===== config.mk =====
export PLATFORM = sky130hd
export DESIGN_NAME = float_to_pcm_sample_packer_flat
export DESIGN_NICKNAME = d
export VERILOG_FILES = /design/src/fpcm_pkg.sv /design/src/fpcm_if.sv /design/src/fpcm_cfg_if.sv /design/src/fpcm_decode.sv /design/src/fpcm_convert.sv /design/src/fpcm_pack.sv /design/src/float_to_pcm_sample_packer.sv /design/src/flat_wrapper.sv
export VERILOG_INCLUDE_DIRS = /design/src /design/src/src
export SDC_FILE = /design/constraint.sdc
export NUM_CORES = 2
export LEC_CHECK = 0
export ABC_CLOCK_PERIOD_IN_PS = 15900
export BUFFER_PORTS_ARGS = -buffer_cell sky130_fd_sc_hd__buf_2
export CAP_MARGIN = 30
export CORE_MARGIN = 2
export CORE_UTILIZATION = 40
export DETAILED_ROUTE_END_ITERATION = 10
export SLEW_MARGIN = 20
export SYNTH_ARGS = -nofsm -noshare
export SYNTH_HDL_FRONTEND = slang
export SYNTH_SLANG_ARGS = --single-unit

===== constraint.sdc =====
create_clock -name i_clk -period 15.9 [get_ports i_clk]
set_input_delay 3.18 -clock i_clk [delete_from_list [all_inputs] [get_ports i_clk]]
set_output_delay 3.18 -clock i_clk [all_outputs]
set_load 0.05 [all_outputs]

===== src/assert_macros.svh =====
// assertion macros for the rtl files
// no dependencies
`ifndef ASSERT_MACROS_SVH
`define ASSERT_MACROS_SVH
// implication checked every clock outside reset
`define ASSERT_IMPL(lbl, clk, rst_n, ante, cons) \
    lbl: assert property (@(posedge clk) disable iff (!rst_n) (ante) |-> (cons)) \
        else $error("assertion failed");
// next-cycle implication checked every clock outside reset
`define ASSERT_NEXT(lbl, clk, rst_n, ante, cons) \
    lbl: assert property (@(posedge clk) disable iff (!rst_n) (ante) |=> (cons)) \
        else $error("assertion failed");
`endif


===== src/fpcm_pkg.sv =====
// types and constants for the float to pcm sample packer
// no dependencies
package fpcm_pkg;
    typedef enum logic [2:0] {
        FMT_U8  = 3'd0,
        FMT_S8  = 3'd1,
        FMT_S16 = 3'd2,
        FMT_S24 = 3'd3,
        FMT_S32 = 3'd4,
        FMT_F32 = 3'd5,
        FMT_F64 = 3'd6,
        FMT_RSV = 3'd7
    } t_fmt;

    localparam logic REG_FORMAT = 1'b0;
    localparam logic REG_ENDIAN = 1'b1;

    typedef struct packed {
        t_fmt fmt;
        logic big;
    } t_cfg;

    // stage 1 -> stage 2: decoded operand
    typedef struct packed {
        t_cfg        cfg;
        logic [63:0] bits;
        logic        sign;
        logic        is_nan;
        logic        sat;      // magnitude at or above the clip bound
        logic [52:0] sig;
        logic [5:0]  shr;      // right shift of sig to integer+2 fraction bits
        logic        zero;     // magnitude below a quarter lsb scale
    } t_dec;

    // stage 2 -> stage 3
    typedef struct packed {
        t_cfg        cfg;
        logic [63:0] word;
    } t_wrd;

    function automatic logic [3:0] fmt_bytes(t_fmt f);
        logic [3:0] n;
        case (f)
            FMT_U8, FMT_S8: n = 4'd1;
            FMT_S16:        n = 4'd2;
            FMT_S24:        n = 4'd3;
            FMT_S32, FMT_F32: n = 4'd4;
            default:        n = 4'd8;
        endcase
        return n;
    endfunction
endpackage


===== src/fpcm_if.sv =====
// valid/ready channel carrying a payload
// depends on nothing
interface fpcm_if #(parameter int W = 64) (input logic i_clk);
    logic         valid;
    logic         ready;
    logic [W-1:0] data;
    modport source (output valid, output data, input ready);
    modport sink (input valid, input data, output ready);
endinterface


===== src/fpcm_cfg_if.sv =====
// configuration write channel
// depends on nothing
interface fpcm_cfg_if (input logic i_clk);
    logic        valid;
    logic        ready;
    logic        index;
    logic [63:0] wdata;
    modport source (output valid, output index, output wdata, input ready);
    modport sink (input valid, input index, input wdata, output ready);
endinterface


===== src/fpcm_decode.sv =====
// stage 1: unpack the double, compute shift and saturation
// depends on fpcm_pkg
module fpcm_decode (
    input  fpcm_pkg::t_cfg i_cfg,
    input  logic [63:0]    i_bits,
    output fpcm_pkg::t_dec o_dec
);
    import fpcm_pkg::*;
    logic [10:0] exp;
    logic [5:0]  nb;
    logic [12:0] sh;
    always_comb begin
        exp = i_bits[62:52];
        case (i_cfg.fmt)
            FMT_U8, FMT_S8: nb = 6'd7;
            FMT_S16:        nb = 6'd15;
            FMT_S24:        nb = 6'd23;
            default:        nb = 6'd31;
        endcase
        // value*2^nb; magnitude >= 2^nb saturates
        o_dec.cfg    = i_cfg;
        o_dec.bits   = i_bits;
        o_dec.sign   = i_bits[63];
        o_dec.is_nan = (exp == 11'h7FF) && (i_bits[51:0] != 52'd0);
        o_dec.sat    = exp >= 11'd1023;
        o_dec.sig    = {exp != 11'd0, i_bits[51:0]};
        // fixed point with 2 fraction bits: shift = 1075 - 2 - nb - exp
        sh           = 13'd1073 - 13'(nb) - 13'(exp);
        o_dec.zero   = exp < (11'd1021 - 11'(nb));
        o_dec.shr    = (sh > 13'd63) ? 6'd63 : sh[5:0];
    end
endmodule


===== src/fpcm_convert.sv =====
// stage 2: rounding and saturation to the pcm word, or float32/float64 output
// depends on fpcm_pkg
module fpcm_convert (
    input  fpcm_pkg::t_dec i_dec,
    output fpcm_pkg::t_wrd o_wrd
);
    import fpcm_pkg::*;
    logic [52:0] fx;      // magnitude*2^nb with 2 fraction bits
    logic [32:0] mag;
    logic [32:0] maxp;
    logic [32:0] sval;
    logic [5:0]  nb;
    logic [31:0] f32;
    logic [10:0] e;
    logic [11:0] fe;
    logic [52:0] sig;
    logic [28:0] rem;
    logic [31:0] r;
    logic [6:0]  s;
    logic [52:0] q;
    logic [53:0] msk;
    logic [52:0] rm;
    logic [52:0] hf;
    logic [8:0]  u;
    logic [54:0] ux;      // magnitude*128 with 48 fraction bits
    logic [47:0] ut;
    logic [6:0]  um;
    logic        ust;
    logic [5:0]  ush;
    logic        rup;
    always_comb begin
        case (i_dec.cfg.fmt)
            FMT_U8, FMT_S8: nb = 6'd7;
            FMT_S16:        nb = 6'd15;
            FMT_S24:        nb = 6'd23;
            default:        nb = 6'd31;
        endcase
        fx   = i_dec.zero ? 53'd0 : (i_dec.sig >> i_dec.shr);
        mag  = 33'(fx[52:2]) + 33'(fx[1]);
        maxp = 33'd1 << nb;
        if (i_dec.sat || mag >= maxp)
            mag = i_dec.sign ? maxp : maxp - 33'd1;
        sval = i_dec.sign ? (33'd0 - mag) : mag;
        if (i_dec.is_nan)
            sval = 33'd0;
        // float32
        e   = i_dec.bits[62:52];
        sig = {1'b1, i_dec.bits[51:0]};
        fe  = 12'(e) - 12'd896;
        rem = sig[28:0];
        r   = {1'b0, fe[7:0] - 8'd1, 23'd0} + {8'd0, sig[52:29]};
        if (rem > 29'h10000000 || (rem == 29'h10000000 && sig[29]))
            r = r + 32'd1;
        s   = 7'd30 - fe[6:0];
        msk = (54'd1 << s) - 54'd1;
        q   = sig >> s;
        rm  = sig & msk[52:0];
        hf  = 53'd1 << (s - 7'd1);
        if (rm > hf || (rm == hf && q[0]))
            q = q + 53'd1;
        if (e == 11'h7FF)
            f32 = {i_dec.sign, 8'hFF, (i_dec.bits[51:0] != 52'd0),
                   i_dec.bits[50:29] | {22{1'b0}}};
        else if (e == 11'd0 || e < 11'd873)
            f32 = {i_dec.sign, 31'd0};
        else if (e >= 11'd1151)
            f32 = {i_dec.sign, 31'h7F800000};
        else if (e >= 11'd897)
            f32 = {i_dec.sign, (r >= 32'h7F800000) ? 31'h7F800000 : r[30:0]};
        else
            f32 = {i_dec.sign, q[30:0]};
        // u8: ties follow the double rounding of v*128+128 before round half up
        ush = (e < 11'd957) ? 6'd63 : 6'(11'd1020 - e);
        if (e >= 11'd1020) begin
            ux  = {2'b00, i_dec.sig} << e[1:0];
            ust = 1'b0;
        end else begin
            ux  = {2'b00, i_dec.sig} >> ush;
            ust = ({2'b00, i_dec.sig} & ((55'd1 << ush) - 55'd1)) != 55'd0;
        end
        um = ux[54:48];
        ut = ux[47:0];
        if (!i_dec.sign) begin
            rup = ut >= 48'h7FFF_FFFF_FFFC;
            u   = 9'd128 + {2'b00, um} + {8'd0, rup};
        end else begin
            if (e >= 11'd1022)
                rup = ut <= 48'h8000_0000_0000;
            else
                rup = (ut < 48'h8000_0000_0002) || (ut == 48'h8000_0000_0002 && !ust);
            u   = 9'd127 - {2'b00, um} + {8'd0, rup};
        end
        if (u > 9'd255)
            u = 9'd255;
        if (i_dec.sat)
            u = i_dec.sign ? 9'd0 : 9'd255;
        if (i_dec.is_nan)
            u = 9'd0;
        o_wrd.cfg = i_dec.cfg;
        case (i_dec.cfg.fmt)
            FMT_U8:  o_wrd.word = {56'd0, u[7:0]};
            FMT_S8:  o_wrd.word = {56'd0, sval[7:0]};
            FMT_S16: o_wrd.word = {48'd0, sval[15:0]};
            FMT_S24: o_wrd.word = {40'd0, sval[23:0]};
            FMT_S32: o_wrd.word = {32'd0, sval[31:0]};
            FMT_F32: o_wrd.word = {32'd0, f32};
            default: o_wrd.word = i_dec.bits;
        endcase
    end
endmodule


===== src/fpcm_pack.sv =====
// stage 3: byte ordering and count
// depends on fpcm_pkg
module fpcm_pack (
    input  fpcm_pkg::t_wrd i_wrd,
    output logic [63:0]    o_bytes,
    output logic [3:0]     o_count
);
    import fpcm_pkg::*;
    logic [3:0] n;
    always_comb begin
        n = fmt_bytes(i_wrd.cfg.fmt);
        o_bytes = i_wrd.word;
        if (i_wrd.cfg.big) begin
            o_bytes = 64'd0;
            for (int i = 0; i < 8; i++) begin
                if (4'(i) < n)
                    o_bytes[8*i +: 8] = i_wrd.word[8*(3'(n - 4'd1 - 4'(i))) +: 8];
            end
        end
        o_count = n;
    end
endmodule


===== src/float_to_pcm_sample_packer.sv =====
// float to pcm sample packer, three register stages plus output register
// result registered in r_dec, r_wrd, r_w3, r_out; one word per cycle unless stalled
// a stall holds full stages; a stage loads when it is empty or the next moves
// reset clears valid bits and sets format s16, little endian
// depends on fpcm_pkg, fpcm_if, fpcm_cfg_if, fpcm_decode, fpcm_convert, fpcm_pack
`include "assert_macros.svh"
module float_to_pcm_sample_packer (
    input  logic       i_clk,
    input  logic       i_rst_n,
    fpcm_cfg_if.sink   i_cfg,
    fpcm_if.sink       i_in,
    fpcm_if.source     o_out,
    output logic [3:0] o_byte_count
);
    import fpcm_pkg::*;
    t_cfg        r_cfg;
    logic [3:0]  r_v;
    t_dec        r_dec, n_dec;
    t_wrd        r_wrd, n_wrd;
    t_wrd        r_w3;
    logic [63:0] r_out, n_out;
    logic [3:0]  r_cnt, n_cnt;
    logic [3:0]  adv;

    assign i_cfg.ready = 1'b1;
    assign adv[3] = !r_v[3] || o_out.ready;
    assign adv[2] = !r_v[2] || adv[3];
    assign adv[1] = !r_v[1] || adv[2];
    assign adv[0] = !r_v[0] || adv[1];
    assign i_in.ready = adv[0];

    fpcm_decode u_dec (.i_cfg(r_cfg), .i_bits(i_in.data), .o_dec(n_dec));
    fpcm_convert u_cnv (.i_dec(r_dec), .o_wrd(n_wrd));
    fpcm_pack u_pck (.i_wrd(r_w3), .o_bytes(n_out), .o_count(n_cnt));

    always_ff @(posedge i_clk) begin
        if (!i_rst_n) begin
            r_cfg <= '{fmt: FMT_S16, big: 1'b0};
            r_v   <= 4'd0;
        end else begin
            if (i_cfg.valid) begin
                if (i_cfg.index == REG_FORMAT)
                    r_cfg.fmt <= t_fmt'(i_cfg.wdata[2:0]);
                else
                    r_cfg.big <= i_cfg.wdata[0];
            end
            if (adv[0]) r_v[0] <= i_in.valid;
            if (adv[1]) r_v[1] <= r_v[0];
            if (adv[2]) r_v[2] <= r_v[1];
            if (adv[3]) r_v[3] <= r_v[2];
        end
        if (adv[0]) r_dec <= n_dec;
        if (adv[1]) r_wrd <= n_wrd;
        if (adv[2]) r_w3  <= r_wrd;
        if (adv[3]) begin
            r_out <= n_out;
            r_cnt <= n_cnt;
        end
    end

    assign o_out.valid  = r_v[3];
    assign o_out.data   = r_out;
    assign o_byte_count = r_cnt;

    `ASSERT_NEXT(a_hold, i_clk, i_rst_n, o_out.valid && !o_out.ready, o_out.valid && $stable(r_out))
    `ASSERT_IMPL(a_cnt, i_clk, i_rst_n, o_out.valid, r_cnt != 4'd0 && r_cnt <= 4'd8)
    `ASSERT_IMPL(a_stall, i_clk, i_rst_n, r_v == 4'hF && !o_out.ready, !i_in.ready)
endmodule

===== src/flat_wrapper.sv =====
// flat-port wrapper written by rule: the top's interface ports become plain ports
module float_to_pcm_sample_packer_flat import fpcm_pkg::*;
  (i_clk, i_rst_n, o_byte_count, i_cfg_valid, i_cfg_index, i_cfg_wdata, i_cfg_ready, i_in_valid, i_in_data, i_in_ready, o_out_valid, o_out_data, o_out_ready);
  fpcm_cfg_if i_cfg_i (.i_clk(i_clk));
  fpcm_if i_in_i (.i_clk(i_clk));
  fpcm_if o_out_i (.i_clk(i_clk));
  input  logic i_clk;
  input  logic i_rst_n;
  output logic [3:0] o_byte_count;
  input wire logic [$bits(i_cfg_i.valid)-1:0] i_cfg_valid;
  input wire logic [$bits(i_cfg_i.index)-1:0] i_cfg_index;
  input wire logic [$bits(i_cfg_i.wdata)-1:0] i_cfg_wdata;
  output wire logic [$bits(i_cfg_i.ready)-1:0] i_cfg_ready;
  input wire logic [$bits(i_in_i.valid)-1:0] i_in_valid;
  input wire logic [$bits(i_in_i.data)-1:0] i_in_data;
  output wire logic [$bits(i_in_i.ready)-1:0] i_in_ready;
  output wire logic [$bits(o_out_i.valid)-1:0] o_out_valid;
  output wire logic [$bits(o_out_i.data)-1:0] o_out_data;
  input wire logic [$bits(o_out_i.ready)-1:0] o_out_ready;
  assign i_cfg_i.valid = i_cfg_valid;
  assign i_cfg_i.index = i_cfg_index;
  assign i_cfg_i.wdata = i_cfg_wdata;
  assign i_cfg_ready = i_cfg_i.ready;
  assign i_in_i.valid = i_in_valid;
  assign i_in_i.data = i_in_data;
  assign i_in_ready = i_in_i.ready;
  assign o_out_valid = o_out_i.valid;
  assign o_out_data = o_out_i.data;
  assign o_out_i.ready = o_out_ready;
  float_to_pcm_sample_packer u_core (.i_clk(i_clk), .i_rst_n(i_rst_n), .i_cfg(i_cfg_i), .i_in(i_in_i), .o_out(o_out_i), .o_byte_count(o_byte_count));
endmodule

Word level (Yosys, flattened, before mapping)

Cells that the tools add are included.

Output and inout bits: 71
Bits in registers: 343
Word-level logic and storage cells: 180

Equal/unequal tests: 18
Bitwise operators: 3
Reductions and logical operators: 32
Magnitude comparators: 25
Shifts and indexed selects: 16
Mux-type cells: 35
$add $sub $neg: 28

Operators with widths:

| operator                                                                               | number |
|---|---|
| 64-bit by 7-bit variable part select with 8-bit output                                 | 8 |
| 64-bit one-hot mux with 6 select lines                                                 | 1 |
| 31-bit 2-to-1 mux                                                                      | 6 |
| 32-bit 2-to-1 mux                                                                      | 5 |
| 1-bit by 7-bit left shift with 53-bit output (first input constant)                    | 2 |
| 52-bit nonzero test                                                                    | 2 |
| 8-bit 2-to-1 mux                                                                       | 12 |
| 64-bit 2-to-1 mux                                                                      | 1 |
| 53-bit by 55-bit bitwise AND with 55-bit output                                        | 1 |
| 55-bit 2-to-1 mux                                                                      | 1 |
| 55-bit nonzero test                                                                    | 1 |
| 1-bit by 6-bit left shift with 55-bit output (first input constant)                    | 1 |
| 53-bit by 2-bit left shift with 55-bit output                                          | 1 |
| 53-bit by 6-bit right shift with 55-bit output                                         | 1 |
| 55-bit by 1-bit subtractor with 55-bit output (second input constant)                  | 1 |
| 53-bit bitwise AND                                                                     | 1 |
| 53-bit equality test                                                                   | 1 |
| 53-bit > comparator                                                                    | 1 |
| 53-bit by 6-bit right shift with 35-bit output                                         | 1 |
| 53-bit by 7-bit right shift with 31-bit output                                         | 1 |
| 53-bit by 1-bit subtractor with 53-bit output (second input constant)                  | 1 |
| 48-bit equality test (second input constant)                                           | 1 |
| 48-bit by 47-bit greater-or-equal comparator with 1-bit output (second input constant) | 1 |
| 48-bit <= comparator (second input constant)                                           | 1 |
| other kinds (55)                                                                       | 104 |

Depth between registers and ports, before layout

Word-level depth: 19
Gate-level depth with buffers: 42

Cells and area by module

A second synthesis with hierarchy kept.

Cells, all modules: 4208
Area, all modules: 37832.5 um^2

Modules (own cells, without submodules):

| module                     | area each (um^2) | times used | cells an instance |
|---|---|---|---|
| fpcm_convert               | 22887.0          | 1          | 3356 |
| float_to_pcm_sample_packer | 10391.2          | 1          | 368 |
| fpcm_pack                  | 2991.6           | 1          | 264 |
| fpcm_decode                | 1562.7           | 1          | 220 |

Worst setup path before layout

Ideal clock, no wire load.

Path type: reg2reg
From: register u_core.r_dec[116] in the netlist's numbering
To: register u_core.r_wrd[24] in the netlist's numbering, data pin
Required time: 15.640 ns
Stages on the path, launching flop included: 42
Setup slack: 6.179 ns
Path buffers: 6
Data arrival time: 9.461 ns
Cells stage by stage: edfxtp_1 -> ha_1 -> nor2b_1 -> o21ai_0 -> and2_1 -> clkbuf_1 -> clkbuf_1 -> buf_1 -> clkbuf_1 -> buf_1 -> nor3_1 -> nand3_1 -> ha_1 -> o21a_1 -> o41ai_1 -> nor2_1 -> and3_1 -> clkbuf_1 -> [... 6 more ...] -> o21a_1 -> ha_1 -> nand4_1 -> or3b_2 -> or3_1 -> or3_1 -> nor2_1 -> a2111oi_0 -> o21ai_0 -> nor2_1 -> a211oi_1 -> nand4_1 -> nor4_1 -> xnor2_1 -> a221oi_1 -> o21a_1 -> a21oi_1 -> nand3_1

RTL lines:

| what                     | RTL line                         | RTL |
|---|---|---|
| start: declaration       | float_to_pcm_sample_packer.sv:18 | `t_dec r_dec, n_dec;` |
| start signal: assignment | float_to_pcm_sample_packer.sv:52 | `if (adv[0]) r_dec <= n_dec;` |
| end signal: assignment   | float_to_pcm_sample_packer.sv:53 | `if (adv[1]) r_wrd <= n_wrd;` |
| end: declaration         | float_to_pcm_sample_packer.sv:19 | `t_wrd r_wrd, n_wrd;` |

==> impl_metrics.env <==
export IMPL_status="complete, no violations"
export IMPL_place_hpwl_um=102000
export IMPL_drc=0
export IMPL_required_ps=16170
export IMPL_synthCells=4053
export IMPL_fp_dieW_um=301
export IMPL_fin_crit_sh_pct=75.5
export IMPL_postRouteAntennaNets=0
export IMPL_finalHoldWorstSlack_ps=356
export IMPL_clockRootBuffer="clkbuf_16"
export IMPL_area_growth_syn_to_layout_pct=8.30
export IMPL_setup_viol=0
export IMPL_timing_fmax_mhz=83.3
export IMPL_cp_slowest_cell="nor4_1"
export IMPL_hold_viol=0
export IMPL_cts_buffers=31
export IMPL_yosys_warnings=0
export IMPL_post_cts_buffers=0
export IMPL_cp_arrival_ps=12270
export IMPL_synth_area_leaders="edfxtp_1 (24%), mux2i_1 (12%), mux4_2 (11%)"
export IMPL_ctsHoldBuffers=0
export IMPL_min_delay_start="u_core.r_wrd[45]$_DFFE_PP_"
export IMPL_cp_num_buf_inv=3
export IMPL_synth_top_area_share_pct=24.1
export IMPL_rsz0062_at_grt="no"
export IMPL_place_inst=5123
export IMPL_io_pins=205
export IMPL_cts_tree="yes"
export IMPL_place_congestion=1.00
export IMPL_core_um2=87000
export IMPL_drive_gt1_share_pct=16.1
export IMPL_start_util_pct=40.4
export IMPL_final_area_um2=38100
export IMPL_via_per_inst=6.81
export IMPL_clock_latency_ps=660
export IMPL_final_common_cell="mux2i_1"
export IMPL_r2r_slack_ps=3900
export IMPL_dieHeight_um=301
export IMPL_peakVddDrop_mv=0.0959
export IMPL_final_cell_mix="mux2i_1 (431), nand2_1 (420), nor2_1 (304)"
export IMPL_start_kind="flip-flop"
export IMPL_path_max_fanout=62
export IMPL_holdPathEnd="u_core.r_w3[45]$_DFFE_PP_"
export IMPL_ys_types=109
export IMPL_fin_tns_setup_ps=0
export IMPL_worstReg2RegStart="u_core.r_dec[115]$_DFFE_PP_"
export IMPL_r2r_cells=36
export IMPL_wire_per_inst_um=29.3
export IMPL_cts_buffer_depth=3
export IMPL_syn_area_per_cell_um2=8.68
export IMPL_power_uw=2960
export IMPL_fin_crit_ps=12000
export IMPL_grt_start_max_net_pins=77
export IMPL_grt_overflow=0
export IMPL_yosysTopAreaCell="edfxtp_1"
export IMPL_clock_sinks=290
export IMPL_power_density_nw_per_um2=77.6
export IMPL_grt_pass1_wl_um=220000
export IMPL_worst_setup_path_end_kind="flip-flop"
export IMPL_synthArstFlopShare_pct=0
export IMPL_synth_seq_cells=290
export IMPL_synth_nets=4285
export IMPL_dr_pass1_iters=6
export IMPL_fin_nets=4234
export IMPL_io_buffers=142
export IMPL_routed_wl_um=152000
export IMPL_cts_htree_levels=1
export IMPL_cp_top_family="simple AND/OR/NAND/NOR gates"
export IMPL_relSlewSlack_pct=32.9
export IMPL_tightest_slew_ps=1010
export IMPL_rows=108
export IMPL_fin_cells=5188
export IMPL_die_area_um2=90400
export IMPL_p_leak_uw=0.0148
export IMPL_crit_path_max_incr_delay_ps=800
export IMPL_cts_resized=0
export IMPL_grt_pass1_vias=32796
export IMPL_drv_slew=0
export IMPL_antenna_found_initial=15
export IMPL_placed_area_um2=37000
export IMPL_skew_ps=72.2
export IMPL_critPathKind="flip-flop to flip-flop"
export IMPL_r2r_end="u_core.r_wrd[25]$_DFFE_PP_"
export IMPL_min_path_cells=0
export IMPL_yosysSeqAreaShare_pct=24.5
export IMPL_synth_area_um2=35200
export IMPL_vias=35332
export IMPL_clkTransAtPathRegs_ps=100
export IMPL_hp_class="flip-flop to flip-flop"
export IMPL_dr_first_iter_drc_count=5400
export IMPL_max_cap_violations=0
export IMPL_grtUsageTotal_pct=32.4
export IMPL_synth_flop_cell="edfxtp_1"
export IMPL_synth_edf_count=282
[cell type report]
| class | instances | area, um^2 |
|---|---|---|
| sequential | 290 | 8630 |
| tap | 1155 | 1450 |
| inverter | 127 | 477 |
| multi-input combinational | 3262 | 24600 |
| timing repair buffer | 290 | 1840 |
| clock inverter | 18 | 260 |
| fill | 8737 | 48900 |
| antenna | 8 | 20.0 |
| clock buffer | 38 | 812 |
[report_power, final]
| group | switching (uW) | internal [uW] |
|---|---|---|
| clock | 328 | 449 |
| combinational | 808 | 425 |
| sequential | 38.0 | 910 |
| total | 1170 | 1780 |
[sequential cells by signal, summed over array words and instances (netlist names)]
register / cells
u_core.r_dec: 78
u_core.r_w3: 68
u_core.r_v: 4
u_core.o_out.data: 64
u_core.o_byte_count: 4
u_core.r_wrd: 68
u_core.r_cfg: 4
[cells in the mapped netlist, types with 9 or more instances]
library cell,number
o31a_1,9
a32oi_1,14
and2_1,45
o41ai_1,9
buf_4,11
inv_1,122
xor2_1,54
or2_2,16
o31ai_1,22
clkbuf_1,265
nand3b_1,9
o211ai_1,22
o21ai_0,186
a211oi_1,37
nand3_1,126
xnor2_1,106
nor2b_1,33
mux2_2,53
a221oi_1,17
a211o_1,9
nand2b_1,23
buf_1,48
o221ai_1,12
a21boi_0,17
mux2i_1,431
o21ai_1,10
or3_1,28
nand2_1,425
o21a_1,28
buf_2,39
nor3_1,96
a21o_1,50
and3_1,69
ha_1,98
nor4_1,61
a22o_1,9
edfxtp_1,282
o22ai_1,99
mux4_2,169
nand4_1,67
a22oi_1,41
a31oi_1,36
nor3b_1,10
nor2_1,309
a21oi_1,232
[metal layers]
metal	wire, um	GRT usage, %	part of all wire, %	vias to the layer above
met5	109	0	0.072	-
met4	9130	16.4	6.0	14
met3	17800	7.19	12	581
met2	64900	48.6	43	2508
met1	59700	43.9	39	16905
li1	-	-	-	15324
[how the worst max path moves through the flow]
stage	from	endpoint	slack (ps)	cells after the start
after floorplan	u_core.r_dec[116]$_DFFE_PP_	u_core.r_wrd[24]$_DFFE_PP_	6180	41
after global placement	u_core.r_dec[115]$_DFFE_PP_	u_core.r_wrd[25]$_DFFE_PP_	4400	36
after detailed placement	u_core.r_dec[115]$_DFFE_PP_	u_core.r_wrd[25]$_DFFE_PP_	4400	36
after CTS	u_core.r_dec[115]$_DFFE_PP_	u_core.r_wrd[25]$_DFFE_PP_	4320	36
after global routing	u_core.r_dec[115]$_DFFE_PP_	u_core.r_wrd[25]$_DFFE_PP_	3240	36
final	u_core.r_dec[115]$_DFFE_PP_	u_core.r_wrd[25]$_DFFE_PP_	3900	36
[metrics by stage]
step / worst slack, ps / util (%)
2_1_floorplan: 6180 / -
3_3_place_gp: 4400 / 42.5
3_5_place_dp: 4400 / 42.5
4_1_cts: 4320 / 43.8
5_1_grt: 3240 / 43.8
6_report: 3900 / 43.8
[cell families after synthesis]
| group | share of synthesized area, % |
|---|---|
| AO/OA/AOI/OAI | 18.6 |
| XOR/XNOR | 3.98 |
| adder cells (fa/ha/maj) | 3.51 |
| buffers and inverters | 5.92 |
| flip-flops | 24.5 |
| multiplexers | 24.8 |
| other | 0.0107 |
| AND/OR/NAND/NOR | 18.7 |
(Power assumes the default switching activity.)
